<file path="config.mk">
export PLATFORM = sky130hd
export DESIGN_NAME = sync_length_checksum_deframer
export DESIGN_NICKNAME = d
export VERILOG_FILES = /design/src/rtl/slcd_pkg.sv /design/src/rtl/sync_length_checksum_deframer.sv
export SDC_FILE = /design/constraint.sdc
export NUM_CORES = 1
export LEC_CHECK = 0
export CORE_MARGIN = 3
export CORE_UTILIZATION = 60
export CTS_BUF_LIST = sky130_fd_sc_hd__clkbuf_8
export DETAILED_ROUTE_END_ITERATION = 12
export DONT_BUFFER_PORTS = 1
export PLACE_DENSITY_LB_ADDON = 0.08
export SYNTH_ARGS = -nofsm -noshare
export SYNTH_HDL_FRONTEND = slang
export SYNTH_SLANG_ARGS = --single-unit
</file>
<file path="constraint.sdc">
create_clock -name clk -period 8.6 [get_ports clk]
set_clock_uncertainty 0.15 [all_clocks]
set_input_delay 1.29 -clock clk [delete_from_list [all_inputs] [get_ports clk]]
set_output_delay 1.29 -clock clk [all_outputs]
set_load 0.05 [all_outputs]
</file>
<file path="src/rtl/slcd_pkg.sv">
// slcd_pkg: shared types and constants for the sync/length/checksum deframer.
// Holds the verdict codes, configuration register indexes and field widths.
// No dependencies.
package slcd_pkg;

  // Field widths
  localparam int BYTE_W  = 8;
  localparam int POS_W   = 17;
  localparam int LEN_W   = 16;
  localparam int CFG_W   = 16;
  localparam int CIDX_W  = 2;

  // Frame layout: sync, sync, free byte, length low, length high, ...
  localparam logic [POS_W-1:0] POS_SYNC0   = 17'd0;
  localparam logic [POS_W-1:0] POS_SYNC1   = 17'd1;
  localparam logic [POS_W-1:0] POS_LEN_LO  = 17'd3;
  localparam logic [POS_W-1:0] POS_LEN_HI  = 17'd4;
  // Last byte of a frame sits at length + 7 (frame is length + 8 bytes)
  localparam logic [POS_W-1:0] TAIL_OFFSET = 17'd7;

  // Register reset values
  localparam logic [BYTE_W-1:0] SYNC_FIRST_RST  = 8'hA5;
  localparam logic [BYTE_W-1:0] SYNC_SECOND_RST = 8'h01;
  localparam logic [LEN_W-1:0]  MAX_PAYLOAD_RST = 16'd4088;

  // Configuration register indexes
  typedef enum logic [CIDX_W-1:0] {
    CFG_SYNC_FIRST  = 2'd0,
    CFG_SYNC_SECOND = 2'd1,
    CFG_MAX_PAYLOAD = 2'd2
  } cfg_idx_t;

  // Per-beat verdict carried on the result channel
  typedef enum logic [2:0] {
    VERD_PENDING = 3'd0,
    VERD_GOOD    = 3'd1,
    VERD_BADSUM  = 3'd2,
    VERD_BADHDR  = 3'd3,
    VERD_TOOLONG = 3'd4
  } verdict_t;

  // Output tdata: byte, position, length, zero fill to 48 bits
  localparam int OUT_DATA_W = 48;

endpackage

</file>
<file path="src/rtl/sync_length_checksum_deframer.sv">
// sync_length_checksum_deframer: cut-through byte stream deframer with sync,
// length and two's-complement checksum checks.
// Depends on slcd_pkg.
//
// Channel | Dir | Beat contents
// --------+-----+---------------------------------------------------------
// in_     | in  | tdata: data_byte
// out_    | out | tdata: out_byte, byte_position, payload_length; tuser:
//         |     | verdict; tlast: frame_last
// cfg_    | in  | write enable, register index, data (no handshake)
//
// One beat per cycle unless stalled; each byte's result is out next cycle.
// Frame checks are a counter step, an 8-bit add and a few compares between
// the input and the result register.
// in_tready drops only while a result beat is held and out_tready is low.
// rst_n is synchronous, active low; it clears the frame state and loads the
// register reset values.
module sync_length_checksum_deframer
  import slcd_pkg::*;
(
  input  logic                  clk,
  input  logic                  rst_n,
  // input stream
  input  logic                  in_tvalid,
  output logic                  in_tready,
  input  logic [BYTE_W-1:0]     in_tdata,   // [7:0] data_byte
  // result stream
  output logic                  out_tvalid,
  input  logic                  out_tready,
  output logic [OUT_DATA_W-1:0] out_tdata,  // [7:0] out_byte, [24:8] byte_position,
                                            // [40:25] payload_length, [47:41] zero
  output logic [2:0]            out_tuser,  // [2:0] verdict
  output logic                  out_tlast,  // frame_last
  // configuration
  input  logic                  cfg_we,
  input  logic [CIDX_W-1:0]     cfg_index,
  input  logic [CFG_W-1:0]      cfg_wdata
);

  // Configuration registers
  logic [BYTE_W-1:0] sync_first_r;
  logic [BYTE_W-1:0] sync_second_r;
  logic [LEN_W-1:0]  max_payload_r;

  // Frame state
  logic [POS_W-1:0]  pos_r;
  logic [LEN_W-1:0]  len_r;
  logic [BYTE_W-1:0] sum_r;
  logic              hdr_ok_r;

  // Result register
  logic              out_valid_r;
  logic [BYTE_W-1:0] out_byte_r;
  logic [POS_W-1:0]  out_pos_r;
  logic [LEN_W-1:0]  out_len_r;
  verdict_t          out_verd_r;
  logic              out_last_r;

  // Combinational frame step
  logic              acc;
  logic              hdr_ok_c;
  logic [LEN_W-1:0]  len_c;
  logic [LEN_W-1:0]  plen_c;
  logic [BYTE_W-1:0] sum_c;
  logic [POS_W-1:0]  tail_pos_c;
  verdict_t          verd_c;
  logic              last_c;

  // Handshake: output register frees up as it drains
  assign in_tready = !out_valid_r || out_tready;
  assign acc       = in_tvalid && in_tready;

  // Header capture and frame judgement for the byte at the input
  always_comb begin
    hdr_ok_c   = hdr_ok_r;
    len_c      = len_r;
    if (pos_r == POS_SYNC0) begin
      hdr_ok_c = (in_tdata == sync_first_r);
    end else if (pos_r == POS_SYNC1) begin
      if (in_tdata != sync_second_r) begin
        hdr_ok_c = 1'b0;
      end
    end else if (pos_r == POS_LEN_LO) begin
      len_c = {{(LEN_W-BYTE_W){1'b0}}, in_tdata};
    end else if (pos_r == POS_LEN_HI) begin
      len_c = {in_tdata, len_r[BYTE_W-1:0]};
    end

    plen_c     = (pos_r >= POS_LEN_HI) ? len_c : '0;
    sum_c      = sum_r + in_tdata;
    tail_pos_c = {1'b0, len_c} + TAIL_OFFSET;

    verd_c = VERD_PENDING;
    last_c = 1'b0;
    if (pos_r == POS_LEN_HI && !hdr_ok_c) begin
      verd_c = VERD_BADHDR;
      last_c = 1'b1;
    end else if (pos_r == POS_LEN_HI && len_c > max_payload_r) begin
      verd_c = VERD_TOOLONG;
      last_c = 1'b1;
    end else if (pos_r >= POS_LEN_HI && pos_r == tail_pos_c) begin
      verd_c = (sum_c == '0) ? VERD_GOOD : VERD_BADSUM;
      last_c = 1'b1;
    end
  end

  // Configuration registers
  always_ff @(posedge clk) begin
    if (!rst_n) begin
      sync_first_r  <= SYNC_FIRST_RST;
      sync_second_r <= SYNC_SECOND_RST;
      max_payload_r <= MAX_PAYLOAD_RST;
    end else if (cfg_we) begin
      case (cfg_index)
        CFG_SYNC_FIRST:  sync_first_r  <= cfg_wdata[BYTE_W-1:0];
        CFG_SYNC_SECOND: sync_second_r <= cfg_wdata[BYTE_W-1:0];
        CFG_MAX_PAYLOAD: max_payload_r <= cfg_wdata;
        default: ;
      endcase
    end
  end

  // Frame state: advance per beat, clear on frame end or abort
  always_ff @(posedge clk) begin
    if (!rst_n) begin
      pos_r    <= '0;
      len_r    <= '0;
      sum_r    <= '0;
      hdr_ok_r <= 1'b0;
    end else if (acc) begin
      if (last_c) begin
        pos_r    <= '0;
        len_r    <= '0;
        sum_r    <= '0;
        hdr_ok_r <= 1'b0;
      end else begin
        pos_r    <= pos_r + 1'b1;
        len_r    <= len_c;
        sum_r    <= sum_c;
        hdr_ok_r <= hdr_ok_c;
      end
    end
  end

  // Result register valid
  always_ff @(posedge clk) begin
    if (!rst_n) begin
      out_valid_r <= 1'b0;
    end else if (acc) begin
      out_valid_r <= 1'b1;
    end else if (out_tready) begin
      out_valid_r <= 1'b0;
    end
  end

  // Result register payload
  always_ff @(posedge clk) begin
    if (acc) begin
      out_byte_r <= in_tdata;
      out_pos_r  <= pos_r;
      out_len_r  <= plen_c;
      out_verd_r <= verd_c;
      out_last_r <= last_c;
    end
  end

  assign out_tvalid = out_valid_r;
  assign out_tdata  = {{(OUT_DATA_W-BYTE_W-POS_W-LEN_W){1'b0}},
                       out_len_r, out_pos_r, out_byte_r};
  assign out_tuser  = out_verd_r;
  assign out_tlast  = out_last_r;

  // Checks
  a_last_has_verdict: assert property (@(posedge clk) disable iff (!rst_n)
    out_valid_r |-> (out_last_r == (out_verd_r != VERD_PENDING)))
    else $error("frame_last and verdict disagree");

  a_end_clears_pos: assert property (@(posedge clk) disable iff (!rst_n)
    (acc && last_c) |=> (pos_r == '0 && sum_r == '0))
    else $error("frame state not cleared after frame end");

  a_step_pos: assert property (@(posedge clk) disable iff (!rst_n)
    (acc && !last_c) |=> (pos_r == $past(pos_r) + 1'b1))
    else $error("position did not advance by one");

  a_hdr_end_only: assert property (@(posedge clk) disable iff (!rst_n)
    (out_valid_r && (out_verd_r == VERD_BADHDR || out_verd_r == VERD_TOOLONG))
      |-> (out_pos_r == POS_LEN_HI))
    else $error("header verdict away from header end");

  a_stall_hold: assert property (@(posedge clk) disable iff (!rst_n)
    (out_valid_r && !out_tready) |=> (out_valid_r && $stable(out_pos_r)))
    else $error("result beat changed while stalled");

endmodule
</file>
==> results.md <==
- The row count is 37.
- The maximum operating frequency is between 150 and 200 MHz.
- The worst pin sits at a relative slew slack of 26.2%.
- The count of port buffers added during placement is 0.
- The clock tree from TritonCTS is done.
- Adding up every negative setup slack in the final design gives 0 ns.
- The launching element of the worst setup path is pos_r[0]$_SDFFE_PN0P_.
- In this run the post-CTS setup repair buffer count came out at 0.
- The share of the Yosys chip area taken by registers is 43.3%.
- The number of synthesized flops with an enable pin is 45.
- The startpoint of the most critical register-to-register path is pos_r[0]$_SDFFE_PN0P_.
- The flow ran to the end, and the final reports show no timing, DRC or antenna violations.
- The total of hold buffers inserted after clock tree synthesis is 0.
- The worst-margin pin slew is 1.11 ns.
- The Yosys step of the flow raised 0 warnings.
- The HPWL after detailed placement is 11800 µm.
- The tree is rooted in a sky130_fd_sc_hd__clkbuf_8.
- For this design the ratio of total power to cell area is 190 nW/µm².
- The number of distinct library cell variants in the gate-level netlist after synthesis is 70.
- The kind of critical path is reg -> reg.
- The die is 111 µm wide.
- For this configuration, the core starts out at a cell density of 62.7%.
- The flop and latch count out of synthesis is 120.
- Counting flops with an async set or reset pin after synthesis yields a share of 0%.
- The worst hold path was traced through 2 stages.
- STA puts the critical path data arrival time at 6.38 ns.
- Once the clock tree was built, the resizer swapped 0 gates to a different size.
- The endpoint of the most critical setup path is sum_r[2]$_SDFFE_PN0P_.
- The wire length of the first global-routing pass is 25900 µm.
- The initial antenna violation count was 0.
- The most frequently used flop master after synthesis is sky130_fd_sc_hd__dfxtp_1.
- The number of antenna diodes in the final layout is 0.
- In this run the number of H-tree levels came out at 4.
- The core region is 10500 µm².
- The class of the worst hold path is reg -> reg.
- In this run the vertical extent of the chip is around 110 µm.
- The final setup violation count is 0.
- In this run the critical register-to-register path is captured at sum_r[2]$_SDFFE_PN0P_.
- Setup repair after global routing left no endpoint under its margin.
- The count of nets left with antenna violations after detail routing is 0.
- The routed length per placed instance is 19.5 µm.
- Measured on the finished design, the core utilization comes to 67.0%.
- Counting every instance in the synthesized netlist gives around 700.
- The iteration-0 DRC count of the detailed router is approximately 380.
- At the worst endpoint, the required time is just under 9 ns.
- The max-capacitance violation count is 0.
- The number of iterations in the first detailed-routing pass is 5.
- The via total after detailed routing is 4889.
- In the finished design, the share of the clock period the worst path needs comes to 71.8%.
- In the routed design, unresolved DRC markers number 0.
- The clock drives 120 sinks.
- The remaining global-route overflow is 0.
- After layout, the minimum clock period comes to around 6.2 ns.
- TritonCTS created 17 clock buffers.
- A synthesized cell averages 9.53 µm².
- Summed over all layers, the routed wires come to 16200 µm.
- The detail-routed via count per cell is a little under 6.
- The maximum net fanout on the critical path is 26.
- After clock tree synthesis, the clock-pin slew on the worst setup and hold paths is 0.07 ns.
- The insertion delay of the later-clocked pin in the worst-skew pair is around 0.45 ns.
- The via count of the first global-routing pass is approximately 4900.
- The congestion estimate from routability-driven global placement came to 0.925.
- The floorplan step defined a die boundary enclosing 12300 µm².
- STA classifies the critical path startpoint as a flop.
- Summed over all cells, the static leakage comes to ~2.9 nW.
- The combined area of all synthesized cells is 6590 µm².
- The highest ir drop seen on vdd is roughly 0.00018 V.
- The final-report hold violation count was 0.
- The layout-stage area growth over the synthesis result is 6.76%.
- The net count of the finished layout is 739.
- In the layout the commonest cells are sky130_fd_sc_hd__nand2_1, sky130_fd_sc_hd__dfxtp_1, sky130_fd_sc_hd__inv_1.
- The path depth of the worst reg2reg path is 17.
- The post-route netlist has 8.95% of its cells at a drive strength greater than 1.
- Across all register-to-register paths, the minimum setup slack is 2.43 ns.
- In this run the count of I/O pins placed on the die edge is 85.
- The capturing element type of the critical path is a flop.
- The largest net degree at the start of global routing is 49.
- The max-slew violation count is 0.
- The buffer levels on the longest clock path is 2.
- The global-route total usage across every layer is between 20% and 30%.
==> power breakdown <==
part	switching, mW	internal [mW]	leakage (nW)
Sequential	0.0511	0.614	1.06
Combinational	0.0724	0.0424	1.64
Clock	0.220	0.336	0.239
Total	0.344	0.993	2.94
==> final cells by class <==
cell class,count,area (µm²)
Fill cell,812,3470
Timing Repair Buffer,6,45.0
Tap cell,136,170
Clock inverter,15,194
Inverter,48,180
Clock buffer,17,234
Sequential cell,120,2850
Multi-Input combinational cell,487,3360
==> critical path, cell delays in order, from the launching register on <==
cell	delay, ns
sky130_fd_sc_hd__dfxtp_1	0.48
sky130_fd_sc_hd__ha_1	0.35
sky130_fd_sc_hd__nor2b_1	0.46
sky130_fd_sc_hd__nand2_2	0.21
sky130_fd_sc_hd__nor2_1	0.50
sky130_fd_sc_hd__mux2i_1	0.51
sky130_fd_sc_hd__inv_1	0.13
sky130_fd_sc_hd__ha_1	0.30
sky130_fd_sc_hd__and3_1	0.19
sky130_fd_sc_hd__a221o_1	0.34
sky130_fd_sc_hd__a21o_1	0.17
sky130_fd_sc_hd__a21o_1	0.17
sky130_fd_sc_hd__a21o_1	0.17
sky130_fd_sc_hd__a21o_1	0.17
sky130_fd_sc_hd__a21o_1	0.21
sky130_fd_sc_hd__a21oi_1	0.46
sky130_fd_sc_hd__nand4_2	0.69
sky130_fd_sc_hd__o21ai_0	0.40
==> per-stage QoR <==
step | hold WS, ns | cell area (µm²) | total power, mW | cells | setup WS (ns)
finish | 0.310 | 7040 | 1.34 | 829 | 2.43
CTS | 0.313 | 7040 | 1.34 | 829 | 2.48
global route | 0.336 | 7040 | 1.39 | 829 | 1.91
floorplan | 0.256 | 6620 | 0.775 | 698 | 3.96
global placement | 0.287 | 6610 | 0.788 | 797 | 2.68
detailed placement | 0.298 | 6610 | 0.791 | 797 | 2.50
==> registers in the layout, indices dropped and copies added, names as in the netlist <==
register       cells
pos_r             17
sync_first_r       8
out_pos_r         17
out_tlast          1
sync_second_r      8
out_len_r         16
hdr_ok_r           1
out_tvalid         1
out_tuser          3
len_r             16
max_payload_r     16
out_byte_r         8
sum_r              8
==> worst min path at each step <==
stage / endpoint / slack (ns) / startpoint
floorplan: out_pos_r[8]$_DFFE_PP_ / 0.26 / pos_r[8]$_SDFFE_PN0P_
global placement: sum_r[6]$_SDFFE_PN0P_ / 0.29 / sum_r[6]$_SDFFE_PN0P_
detailed placement: sum_r[5]$_SDFFE_PN0P_ / 0.30 / sum_r[5]$_SDFFE_PN0P_
CTS: sum_r[0]$_SDFFE_PN0P_ / 0.31 / sum_r[0]$_SDFFE_PN0P_
global route: sum_r[5]$_SDFFE_PN0P_ / 0.34 / sum_r[5]$_SDFFE_PN0P_
finish: sum_r[0]$_SDFFE_PN0P_ / 0.31 / sum_r[0]$_SDFFE_PN0P_
==> kinds of logic after synthesis <==
| logic type | synth area share [%] |
|---|---|
| other | 0.0569 |
| AOI/OAI and AO/OA | 14.4 |
| xor gates and xnor gates | 8.12 |
| adders and majority gates | 5.43 |
| muxes | 4.16 |
| buffers and inverters | 6.07 |
| DFF | 43.3 |
| and+or+nand+nor | 18.5 |
==> cells in the mapped netlist (21+ instances only) <==
cell,count,area share (%)
sky130_fd_sc_hd__dfxtp_1,75,23
sky130_fd_sc_hd__nand2_1,75,4.3
sky130_fd_sc_hd__inv_1,48,2.7
sky130_fd_sc_hd__edfxtp_1,45,20
sky130_fd_sc_hd__nor2_1,42,2.4
sky130_fd_sc_hd__xor2_1,35,4.6
sky130_fd_sc_hd__ha_1,27,5.1
sky130_fd_sc_hd__a21oi_1,24,1.8
sky130_fd_sc_hd__clkbuf_1,24,1.4
sky130_fd_sc_hd__mux2i_1,24,3.6
sky130_fd_sc_hd__o21ai_1,22,1.7
sky130_fd_sc_hd__xnor2_1,21,2.8
==> metal layers <==
layer	vias up	routed length, µm	GRT usage, %
li1	2374	-	-
met1	2336	7330	35.5
met2	150	7510	42.5
met3	29	937	6.93
met4	0	376	10.8
met5	-	0	0
Note: power is estimated with default switching activity, not from simulation.
